--- config.mk ---
export PLATFORM = sky130hd
export DESIGN_NAME = glob_wildcard_matcher_flat
export DESIGN_NICKNAME = d
export VERILOG_FILES = /design/src/sv/gwm_pkg.sv /design/src/sv/gwm_if.sv /design/src/sv/gwm_front.sv /design/src/sv/gwm_fifo.sv /design/src/sv/gwm_back.sv /design/src/sv/glob_wildcard_matcher.sv /design/src/flat_wrapper.sv
export SDC_FILE = /design/constraint.sdc
export NUM_CORES = 2
export LEC_CHECK = 0
export BUFFER_PORTS_ARGS = -buffer_cell sky130_fd_sc_hd__buf_2
export CAP_MARGIN = 20
export CORE_MARGIN = 1
export CORE_UTILIZATION = 40
export DETAILED_ROUTE_END_ITERATION = 10
export GPL_ROUTABILITY_DRIVEN = 0
export PLACE_DENSITY = 0.52
export REMOVE_ABC_BUFFERS = 1
export SETUP_SLACK_MARGIN = 0.02
export SLEW_MARGIN = 10
export SYNTH_ARGS = -nofsm -noshare
export SYNTH_HDL_FRONTEND = slang
export SYNTH_SLANG_ARGS = --single-unit
--- constraint.sdc ---
create_clock -name clk_i -period 7 [get_ports clk_i]
set_input_delay 0.35 -clock clk_i [delete_from_list [all_inputs] [get_ports clk_i]]
set_output_delay 0.35 -clock clk_i [all_outputs]
set_load 0.01 [all_outputs]
--- src/sv/gwm_pkg.sv ---
// shared constants, types and helper functions of the glob wildcard matcher
// no dependencies
package gwm_pkg;

  localparam int PATTERN_MAX = 64;
  localparam int LEN_W       = $clog2(PATTERN_MAX + 1);
  localparam int IDX_W       = (PATTERN_MAX > 1) ? $clog2(PATTERN_MAX) : 1;

  localparam int FIFO_DEPTH = 2;
  localparam int FIFO_PTR_W = (FIFO_DEPTH > 1) ? $clog2(FIFO_DEPTH) : 1;
  localparam int FIFO_CNT_W = $clog2(FIFO_DEPTH + 1);

  localparam logic [1:0] FUNC_CLEAR  = 2'd0;
  localparam logic [1:0] FUNC_APPEND = 2'd1;
  localparam logic [1:0] FUNC_TEXT   = 2'd2;
  localparam logic [1:0] FUNC_RSVD   = 2'd3;

  localparam logic [7:0] CH_STAR     = 8'h2A;
  localparam logic [7:0] CH_ONE      = 8'h3F;
  localparam logic [7:0] CH_UPPER_A  = 8'h41;
  localparam logic [7:0] CH_UPPER_Z  = 8'h5A;
  localparam logic [7:0] CASE_OFFSET = 8'h20;

  typedef enum logic [1:0] {
    OP_CLEAR,
    OP_APPEND,
    OP_TEXT
  } op_e;

  typedef struct packed {
    op_e        op;
    logic [7:0] ch;
    logic       last;
  } item_t;

  typedef logic [PATTERN_MAX:0]   pos_t;
  typedef logic [PATTERN_MAX-1:0] flag_t;

  function automatic logic [7:0] fold_case(input logic [7:0] c);
    logic [7:0] r;
    r = c;
    if (c >= CH_UPPER_A && c <= CH_UPPER_Z) r = c + CASE_OFFSET;
    return r;
  endfunction

  // spread each reached position over following stars: a carry chain where a
  // star propagates and a reached star generates
  function automatic pos_t close_stars(input pos_t pre, input flag_t star);
    pos_t x;
    pos_t g;
    pos_t s;
    x = {1'b0, star};
    g = pre & x;
    s = x + g;
    return pre | (s ^ x ^ g);
  endfunction

endpackage

--- src/sv/gwm_if.sv ---
// request channels of the glob wildcard matcher: input and result
// no dependencies
interface gwm_in_if;
  logic       valid;
  logic       ready;
  logic [1:0] func;
  logic [7:0] ch;
  logic       last;

  modport source (output valid, func, ch, last, input ready);
  modport sink (input valid, func, ch, last, output ready);
  modport monitor (input valid, ready, func, ch, last);
endinterface

interface gwm_out_if;
  logic valid;
  logic ready;
  logic matched;
  logic pattern_overflow;

  modport source (output valid, matched, pattern_overflow, input ready);
  modport sink (input valid, matched, pattern_overflow, output ready);
  modport monitor (input valid, ready, matched, pattern_overflow);
endinterface

--- src/sv/gwm_front.sv ---
// front end: accepts requests, folds case and turns func codes into queue ops
// depends on gwm_pkg and gwm_if
module gwm_front (
  gwm_in_if.sink         in_i,
  output logic           push_valid_o,
  output gwm_pkg::item_t push_item_o,
  input  logic           push_ready_i
);

  gwm_pkg::op_e op;
  logic         keep;

  always_comb begin
    op   = gwm_pkg::OP_TEXT;
    keep = 1'b1;
    unique case (in_i.func)
      gwm_pkg::FUNC_CLEAR:  op = gwm_pkg::OP_CLEAR;
      gwm_pkg::FUNC_APPEND: op = gwm_pkg::OP_APPEND;
      gwm_pkg::FUNC_TEXT:   op = gwm_pkg::OP_TEXT;
      default:              keep = 1'b0; // reserved code is swallowed
    endcase
  end

  assign in_i.ready        = push_ready_i;
  assign push_valid_o      = in_i.valid && keep;
  assign push_item_o.op    = op;
  assign push_item_o.ch    = gwm_pkg::fold_case(in_i.ch);
  assign push_item_o.last  = in_i.last;

endmodule

--- src/sv/gwm_fifo.sv ---
// short queue of classified requests between front and back end
// depends on gwm_pkg
module gwm_fifo (
  input  logic           clk_i,
  input  logic           rst_ni,
  input  logic           push_valid_i,
  input  gwm_pkg::item_t push_item_i,
  output logic           push_ready_o,
  output logic           pop_valid_o,
  output gwm_pkg::item_t pop_item_o,
  input  logic           pop_ready_i
);

  localparam logic [gwm_pkg::FIFO_PTR_W-1:0] PtrLast =
    gwm_pkg::FIFO_PTR_W'(gwm_pkg::FIFO_DEPTH - 1);
  localparam logic [gwm_pkg::FIFO_CNT_W-1:0] CntFull =
    gwm_pkg::FIFO_CNT_W'(gwm_pkg::FIFO_DEPTH);

  gwm_pkg::item_t                  mem_q [gwm_pkg::FIFO_DEPTH];
  logic [gwm_pkg::FIFO_PTR_W-1:0]  wr_ptr_q, wr_ptr_d;
  logic [gwm_pkg::FIFO_PTR_W-1:0]  rd_ptr_q, rd_ptr_d;
  logic [gwm_pkg::FIFO_CNT_W-1:0]  cnt_q, cnt_d;
  logic                            push, pop;

  assign push_ready_o = (cnt_q != CntFull);
  assign pop_valid_o  = (cnt_q != '0);
  assign pop_item_o   = mem_q[rd_ptr_q];
  assign push         = push_valid_i && push_ready_o;
  assign pop          = pop_valid_o && pop_ready_i;

  always_comb begin
    wr_ptr_d = wr_ptr_q;
    rd_ptr_d = rd_ptr_q;
    cnt_d    = cnt_q;
    if (push) wr_ptr_d = (wr_ptr_q == PtrLast) ? '0 : wr_ptr_q + 1'b1;
    if (pop)  rd_ptr_d = (rd_ptr_q == PtrLast) ? '0 : rd_ptr_q + 1'b1;
    if (push && !pop)      cnt_d = cnt_q + 1'b1;
    else if (pop && !push) cnt_d = cnt_q - 1'b1;
  end

  always_ff @(posedge clk_i or negedge rst_ni) begin
    if (!rst_ni) begin
      wr_ptr_q <= '0;
      rd_ptr_q <= '0;
      cnt_q    <= '0;
    end else begin
      wr_ptr_q <= wr_ptr_d;
      rd_ptr_q <= rd_ptr_d;
      cnt_q    <= cnt_d;
    end
  end

  always_ff @(posedge clk_i) begin
    if (push) mem_q[wr_ptr_q] <= push_item_i;
  end

endmodule

--- src/sv/gwm_back.sv ---
// back end: pattern store, bit-parallel position set and result register
// depends on gwm_pkg and gwm_if
module gwm_back (
  input  logic           clk_i,
  input  logic           rst_ni,
  input  logic           q_valid_i,
  input  gwm_pkg::item_t q_item_i,
  output logic           q_ready_o,
  gwm_out_if.source      out_o
);

  localparam int Max = gwm_pkg::PATTERN_MAX;

  logic [7:0]                chars_q [Max];
  gwm_pkg::flag_t            star_q, star_d;
  gwm_pkg::flag_t            one_q, one_d;
  gwm_pkg::flag_t            used_q, used_d;   // thermometer of stored chars
  gwm_pkg::pos_t             end_q, end_d;     // one-hot at the pattern length
  gwm_pkg::pos_t             start_q, start_d; // start plus leading stars
  gwm_pkg::pos_t             reach_q, reach_d;
  logic [gwm_pkg::LEN_W-1:0] len_q, len_d;
  logic                      ovf_q, ovf_d;
  logic                      allstar_q, allstar_d;
  logic                      out_valid_q, out_valid_d;
  logic                      matched_q, matched_d;
  logic                      out_ovf_q, out_ovf_d;

  gwm_pkg::flag_t            eq, stay, step, live_star;
  gwm_pkg::pos_t             adv;
  logic                      take, room, is_star, wr_en;
  logic [gwm_pkg::IDX_W-1:0] wr_idx;

  assign take      = q_valid_i && (!out_valid_q || out_o.ready);
  assign q_ready_o = !out_valid_q || out_o.ready;
  assign room      = (len_q < gwm_pkg::LEN_W'(Max));
  assign is_star   = (q_item_i.ch == gwm_pkg::CH_STAR);
  assign wr_idx    = len_q[gwm_pkg::IDX_W-1:0];
  assign wr_en     = take && (q_item_i.op == gwm_pkg::OP_APPEND) && room;

  always_comb begin
    for (int i = 0; i < Max; i++) begin
      eq[i] = (chars_q[i] == q_item_i.ch);
    end
    live_star = star_q & used_q;
    stay      = reach_q[Max-1:0] & live_star;
    step      = reach_q[Max-1:0] & used_q & ~star_q & (one_q | eq);
    adv       = gwm_pkg::close_stars({1'b0, stay} | {step, 1'b0}, live_star);
  end

  always_comb begin
    star_d      = star_q;
    one_d       = one_q;
    used_d      = used_q;
    end_d       = end_q;
    start_d     = start_q;
    reach_d     = reach_q;
    len_d       = len_q;
    ovf_d       = ovf_q;
    allstar_d   = allstar_q;
    out_valid_d = out_valid_q && !out_o.ready;
    matched_d   = matched_q;
    out_ovf_d   = out_ovf_q;
    if (take) begin
      unique case (q_item_i.op)
        gwm_pkg::OP_CLEAR: begin
          used_d    = '0;
          end_d     = gwm_pkg::pos_t'(1);
          start_d   = gwm_pkg::pos_t'(1);
          reach_d   = gwm_pkg::pos_t'(1);
          len_d     = '0;
          ovf_d     = 1'b0;
          allstar_d = 1'b1;
        end
        gwm_pkg::OP_APPEND: begin
          if (room) begin
            star_d[wr_idx] = is_star;
            one_d[wr_idx]  = (q_item_i.ch == gwm_pkg::CH_ONE);
            used_d[wr_idx] = 1'b1;
            end_d          = end_q << 1;
            len_d          = len_q + 1'b1;
            allstar_d      = allstar_q && is_star;
            if (allstar_q && is_star) start_d = start_q | (end_q << 1);
          end else begin
            ovf_d = 1'b1;
          end
          reach_d = start_d;
        end
        gwm_pkg::OP_TEXT: begin
          if (q_item_i.last) begin
            reach_d     = start_q;
            out_valid_d = 1'b1;
            matched_d   = !used_q[0] || |(adv & end_q);
            out_ovf_d   = ovf_q;
          end else begin
            reach_d = adv;
          end
        end
        default: ;
      endcase
    end
  end

  always_ff @(posedge clk_i or negedge rst_ni) begin
    if (!rst_ni) begin
      used_q      <= '0;
      end_q       <= gwm_pkg::pos_t'(1);
      start_q     <= gwm_pkg::pos_t'(1);
      reach_q     <= gwm_pkg::pos_t'(1);
      len_q       <= '0;
      ovf_q       <= 1'b0;
      allstar_q   <= 1'b1;
      out_valid_q <= 1'b0;
    end else begin
      used_q      <= used_d;
      end_q       <= end_d;
      start_q     <= start_d;
      reach_q     <= reach_d;
      len_q       <= len_d;
      ovf_q       <= ovf_d;
      allstar_q   <= allstar_d;
      out_valid_q <= out_valid_d;
    end
  end

  // pattern and result payload, no reset; pattern bits are only read where the used mask is set
  always_ff @(posedge clk_i) begin
    star_q    <= star_d;
    one_q     <= one_d;
    matched_q <= matched_d;
    out_ovf_q <= out_ovf_d;
    if (wr_en) chars_q[wr_idx] <= q_item_i.ch;
  end

  assign out_o.valid            = out_valid_q;
  assign out_o.matched          = matched_q;
  assign out_o.pattern_overflow = out_ovf_q;

endmodule

--- src/sv/glob_wildcard_matcher.sv ---
// Case-insensitive whole-string glob matcher ('?' one char, '*' any run).
// One request is taken per clock cycle with no bubbles while the output
// sink is ready: the position set of all 64 pattern places advances
// bit-parallel with each text character, so the sustained rate is set by the
// back end's update. A result is held in the output register after its final
// text character is taken. A two-entry queue between front and back end
// takes up to two more requests while a result waits at the output register.
// Top level; depends on gwm_pkg, gwm_if, gwm_front, gwm_fifo and gwm_back.
module glob_wildcard_matcher (
  input  logic      clk_i,
  input  logic      rst_ni,
  gwm_in_if.sink    in_i,
  gwm_out_if.source out_o
);

  logic           push_valid, push_ready;
  gwm_pkg::item_t push_item;
  logic           pop_valid, pop_ready;
  gwm_pkg::item_t pop_item;

  gwm_front u_front (
    .in_i         (in_i),
    .push_valid_o (push_valid),
    .push_item_o  (push_item),
    .push_ready_i (push_ready)
  );

  gwm_fifo u_fifo (
    .clk_i        (clk_i),
    .rst_ni       (rst_ni),
    .push_valid_i (push_valid),
    .push_item_i  (push_item),
    .push_ready_o (push_ready),
    .pop_valid_o  (pop_valid),
    .pop_item_o   (pop_item),
    .pop_ready_i  (pop_ready)
  );

  gwm_back u_back (
    .clk_i     (clk_i),
    .rst_ni    (rst_ni),
    .q_valid_i (pop_valid),
    .q_item_i  (pop_item),
    .q_ready_o (pop_ready),
    .out_o     (out_o)
  );

endmodule

--- src/flat_wrapper.sv ---
// flat-port wrapper written by rule: the top's interface ports become plain ports
module glob_wildcard_matcher_flat 
  (clk_i, rst_ni, in_i_valid, in_i_func, in_i_ch, in_i_last, in_i_ready, out_o_valid, out_o_matched, out_o_pattern_overflow, out_o_ready);
  gwm_in_if in_i_i ();
  gwm_out_if out_o_i ();
  input  logic clk_i;
  input  logic rst_ni;
  input wire logic [$bits(in_i_i.valid)-1:0] in_i_valid;
  input wire logic [$bits(in_i_i.func)-1:0] in_i_func;
  input wire logic [$bits(in_i_i.ch)-1:0] in_i_ch;
  input wire logic [$bits(in_i_i.last)-1:0] in_i_last;
  output wire logic [$bits(in_i_i.ready)-1:0] in_i_ready;
  output wire logic [$bits(out_o_i.valid)-1:0] out_o_valid;
  output wire logic [$bits(out_o_i.matched)-1:0] out_o_matched;
  output wire logic [$bits(out_o_i.pattern_overflow)-1:0] out_o_pattern_overflow;
  input wire logic [$bits(out_o_i.ready)-1:0] out_o_ready;
  assign in_i_i.valid = in_i_valid;
  assign in_i_i.func = in_i_func;
  assign in_i_i.ch = in_i_ch;
  assign in_i_i.last = in_i_last;
  assign in_i_ready = in_i_i.ready;
  assign out_o_valid = out_o_i.valid;
  assign out_o_matched = out_o_i.matched;
  assign out_o_pattern_overflow = out_o_i.pattern_overflow;
  assign out_o_i.ready = out_o_ready;
  glob_wildcard_matcher u_core (.clk_i(clk_i), .rst_ni(rst_ni), .in_i(in_i_i), .out_o(out_o_i));
endmodule
==> results.md <==
Clock tree:
- The TritonCTS clock tree is done.
- In this run the deepest clock path goes through 3 buffers.
- The post-CTS setup-driven buffer insertion count is 0.
- The number of sinks handled by clock tree synthesis is 935.
- For the worst-skew pair, the clock arrives at the later sink with an insertion delay of 0.70 ns.
- The number of cells upsized or downsized after cts is 0.
- CTS built an H-tree with a depth of 3.
- Clock-pin slew was measured on the worst setup and hold paths at 0.07 ns.
- The CTS buffer count is 100.
- The CTS root buffer is clkbuf_16.

Run status:
- The flow ran to the end, and the final reports show no timing, DRC or antenna violations.

STA:
- For the pin with the worst max-slew slack, the measured transition is 1.142 ns.
- The worst clock skew is 0.04598 ns.
- The final hold violation count is 0.
- The number of setup violations in the final report is 0.
- Setup repair after global routing left no endpoint under its margin.
- The clock period could shrink to 6.447 ns.
- The setup TNS is 0 ns.
- Of the available clock period, the critical path in the final layout requires 0.9210.
- The max-slew violation count is 0.
- Headroom to the max-slew limit came out at 0.2368.
- Based on the critical path, the design can be clocked at up to 155.1 MHz.
- The hold slack is 0.06194 ns.

Yosys:
- Sorting the synthesized cells by area gives the leading types as edfxtp_1, dfrtp_1, xnor2_1.
- The sequential element share of the synthesized area is 0.6043.
- The library cell with the highest instance count after synthesis is edfxtp_1.
- For this run, the number of Yosys warnings is 0.
- The netlist uses 95 different library cells.
- The share of the synthesized area in the top cell type is 0.4509.
- The total of flip-flops plus latches after synthesis is 935.
- The count of mapped cells out of synthesis is 3811.
- The commonest cells after synthesis are edfxtp_1, xnor2_1, nor2_1, a21oi_1, dfrtp_1.
- The mapped netlist covers 44220 um2.
- Averaged over all synthesized cells, the footprint is 11.60 um2.
- The most instantiated flip-flop cell in the synthesis netlist is edfxtp_1.
- Summed over all instances, the cell type with the most area after synthesis is edfxtp_1.
- The share of async-settable or async-resettable flops after synthesis is 0.2898.
- Counting flops with a built-in enable in the synthesized netlist gives 664.

Worst setup path:
- STA classifies the critical path startpoint as a flop.
- The critical path goes through buf_4 -> mux2i_4 -> xnor2_1 -> nor4_1 -> a21oi_1 -> nor3_1 -> nor3_1 -> ha_1 -> a2111oi_0 -> nor3_1 -> o311ai_1 -> nand3_1 -> a31o_2 -> a31oi_1 -> o21ba_2 -> and3b_1 -> o2111ai_1 -> o211ai_1 -> a2111oi_2 -> and4bb_1 -> o211a_1 -> o2111ai_1.
- The end of the worst register-to-register path is u_core.u_back.out_o.matched$_DFFE_PP_.
- The library cell appearing most often on the critical path is nor3_1.
- The critical path's largest stage delay is 0.79 ns.
- The most critical setup path has its startpoint at u_core.u_fifo.rd_ptr_q$_DFFE_PN0P_.
- Grouping stages by cell kind, the critical path spends the most delay in compound AO/OA/AOI/OAI gates.
- The cell type of the slowest stage on the worst timing path is a2111oi_0.
- The category of the most critical setup path is reg2reg.
- The count of cells along the worst register-to-register path is 22.
- The largest fanout of any net on the critical path is 6.
- The required arrival time at the worst endpoint is 7.43 ns.
- The worst reg2reg path startpoint is u_core.u_fifo.rd_ptr_q$_DFFE_PN0P_.
- STA classifies the critical path endpoint as a flop.
- Together, buffers and inverters on the worst path number 1.
- The end point of the critical path is u_core.u_back.out_o.matched$_DFFE_PP_.
- The worst setup slack for register-to-register paths is 0.55 ns.
- The arrival time of data at the critical path endpoint is 6.87 ns.
- The critical path runs through a total of 22 cells.

Detailed routing:
- The number of DRC violations after detailed-routing iteration 0 is 3363.
- The pre-antenna-repair detailed-routing pass consisted of 8 iterations.
- After detailed routing, the number of vias per cell comes to 5.900.
- The routed layout has 31940 vias.
- In the routed design, unresolved DRC markers number 0.
- The detail route stage leaves a number of antenna-violating nets equal to 0.
- Summed over all layers, the routed wires come to 144700 um.
- The average routed wire per standard cell is 26.72 um.

Die:
- The width of the die is 334.5 um.
- The site row count is 121.
- The initial standard-cell utilization of the core is 0.4046.
- The die footprint is 111900 um2.
- From bottom edge to top edge, the die measures 334.5 um.
- After floorplanning, the core was sized to cover 109300 um2.
- The number of ports placed on the die boundary is 19.

Global route:
- Entering global routing, the biggest net connects 150 pins.
- The number of antenna violations at the first check in global routing was 3.
- The aggregate global routing overflow is 0.
- The via count of the first global-routing pass was 31040.
- The first global-routing pass estimated 213300 um of wire.
- The global routing usage summed across all routing layers is 0.2574.

Power and ir drop:
- The leakage power of the design is 16.73 nW.
- In this run the power density over the cells is 330.1 nW/um2.
- The worst-case IR drop observed on VDD is 0.3718 mV.

Finish:
- At the end of the flow the core is filled with cells to 0.4537.
- The fraction of final layout cells sized beyond drive strength 1 is 0.08024.
- The post-layout net count is 3877.
- The number of diodes added for antenna fixing is 0.
- The finished cells cover 49590 um2.
- From synthesis to final layout, the design area changed by 12.13%.

Place:
- Once detailed placement completed, the half-perimeter wirelength came to 89830 um.
- After detailed placement, the total cell area comes to 46110 um2.
- The port buffer count is 18.

Job:
- The tool flagged a number of max-cap violations equal to 0.

Min path:
- The type of the tightest min-delay check is in2reg.
-- where the power goes --
part | switching, mW | internal (mW)
combinational | 3.14 | 1.22
sequential | 0.145 | 6.45
clock | 2.28 | 3.13
total | 5.57 | 10.8
-- worst min path at each step --
| stage | end | startpoint | slack (ns) | depth (start not counted) |
|---|---|---|---|---|
| after floorplan | u_core.u_back.end_q[10]$_DFFE_PN0P_ | rst_ni | 0.05 | 0 |
| after global placement | u_core.u_back.used_q[8]$_DFFE_PN0P_ | rst_ni | 0.41 | 1 |
| after detailed placement | u_core.u_back.used_q[8]$_DFFE_PN0P_ | rst_ni | 0.41 | 1 |
| after CTS | u_core.u_fifo.wr_ptr_q$_DFFE_PN0P_ | in_i_func[0] | 0.006 | 4 |
| after global routing | u_core.u_fifo.wr_ptr_q$_DFFE_PN0P_ | in_i_func[0] | 0.06 | 4 |
| final | u_core.u_fifo.wr_ptr_q$_DFFE_PN0P_ | in_i_func[0] | 0.06 | 4 |
-- metrics by stage --
stage | setup slack, ns | std cells | total power [mW]
detailed placement | 0.7592 | 5214 | 11.09
floorplan | -7.994 | 3643 | 9.360
global placement | 0.8460 | 5213 | 11.07
global route | 0.2155 | 5414 | 16.96
CTS | 0.7221 | 5412 | 16.50
finish | 0.5528 | 5414 | 16.37
-- cells in the final DEF, fill, tap and decap left out, drive strengths merged, types with 19 or more instances in the layout --
cell type	instances
nand2	238
inv	81
dfrtp	267
o31ai	22
nor3	71
nand4	19
clkbuf	134
nand3b	25
a22o	80
o211ai	21
and3	19
nand3	50
a21o	42
xnor2	502
nor2	494
a221oi	20
nor4	146
buf	96
and2	40
xor2	19
a211oi	26
a21oi	268
a31oi	35
o21ai	183
o22ai	35
clkinv	36
edfxtp	664
a222oi	19
-- worst min-delay path, stage by stage --
cell     delay [ns]
buf_2          0.09
nand2_1        0.04
nand3_1        0.14
xnor2_1        0.08
-- what timing repair did --
action | 4_1_cts | 5_1_grt
endpoints found under the setup margin | 0 | 0
hold buffers | 12 | 0
hold endpoints to repair | 97 | 0
-- kinds of logic after synthesis --
| group | after synthesis | share of synthesized area |
|---|---|---|
| AOI/OAI and AO/OA | 892 | 0.1322 |
| xor gates and xnor gates | 521 | 0.1037 |
| adders and majority gates | 8 | 0.002263 |
| buffers and inverters | 246 | 0.02727 |
| DFF | 935 | 0.6043 |
| muxes | 11 | 0.003027 |
| and+or+nand+nor | 1198 | 0.1272 |
-- area by class of cell --
type                    instances  area, um2
repair buffers                109      940.9
fillers                     10110      59720
clock inverters                53      554.3
flip-flops and latches        935      26730
inverters                      78      292.8
well taps                    1476       1847
clock buffers                 133       2779
multi-input cells            2630      16450
-- layer usage --
| layer | part of all wire | up-vias | GRT usage |
|---|---|---|---|
| met1 | 0.44 | 16190 | 0.3656 |
| met2 | 0.45 | 1355 | 0.3986 |
| met4 | 0.030 | 0 | 0.08169 |
| met3 | 0.077 | 244 | 0.04649 |
| li1 | - | 14150 | - |
| met5 | 0 | - | 0 |
-- flip-flops by register name, summed over array words and instances, names as in the netlist, 2 cells and up --
signal,cells
u_core.u_fifo.mem_q,22
u_core.u_back.len_q,7
u_core.u_back.reach_q,64
u_core.u_back.star_q,64
u_core.u_back.end_q,65
u_core.u_back.used_q,64
u_core.u_back.start_q,64
u_core.u_fifo.cnt_q,2
u_core.u_back.one_q,64
u_core.u_back.chars_q,512
Power figures use the tool's default switching activity.
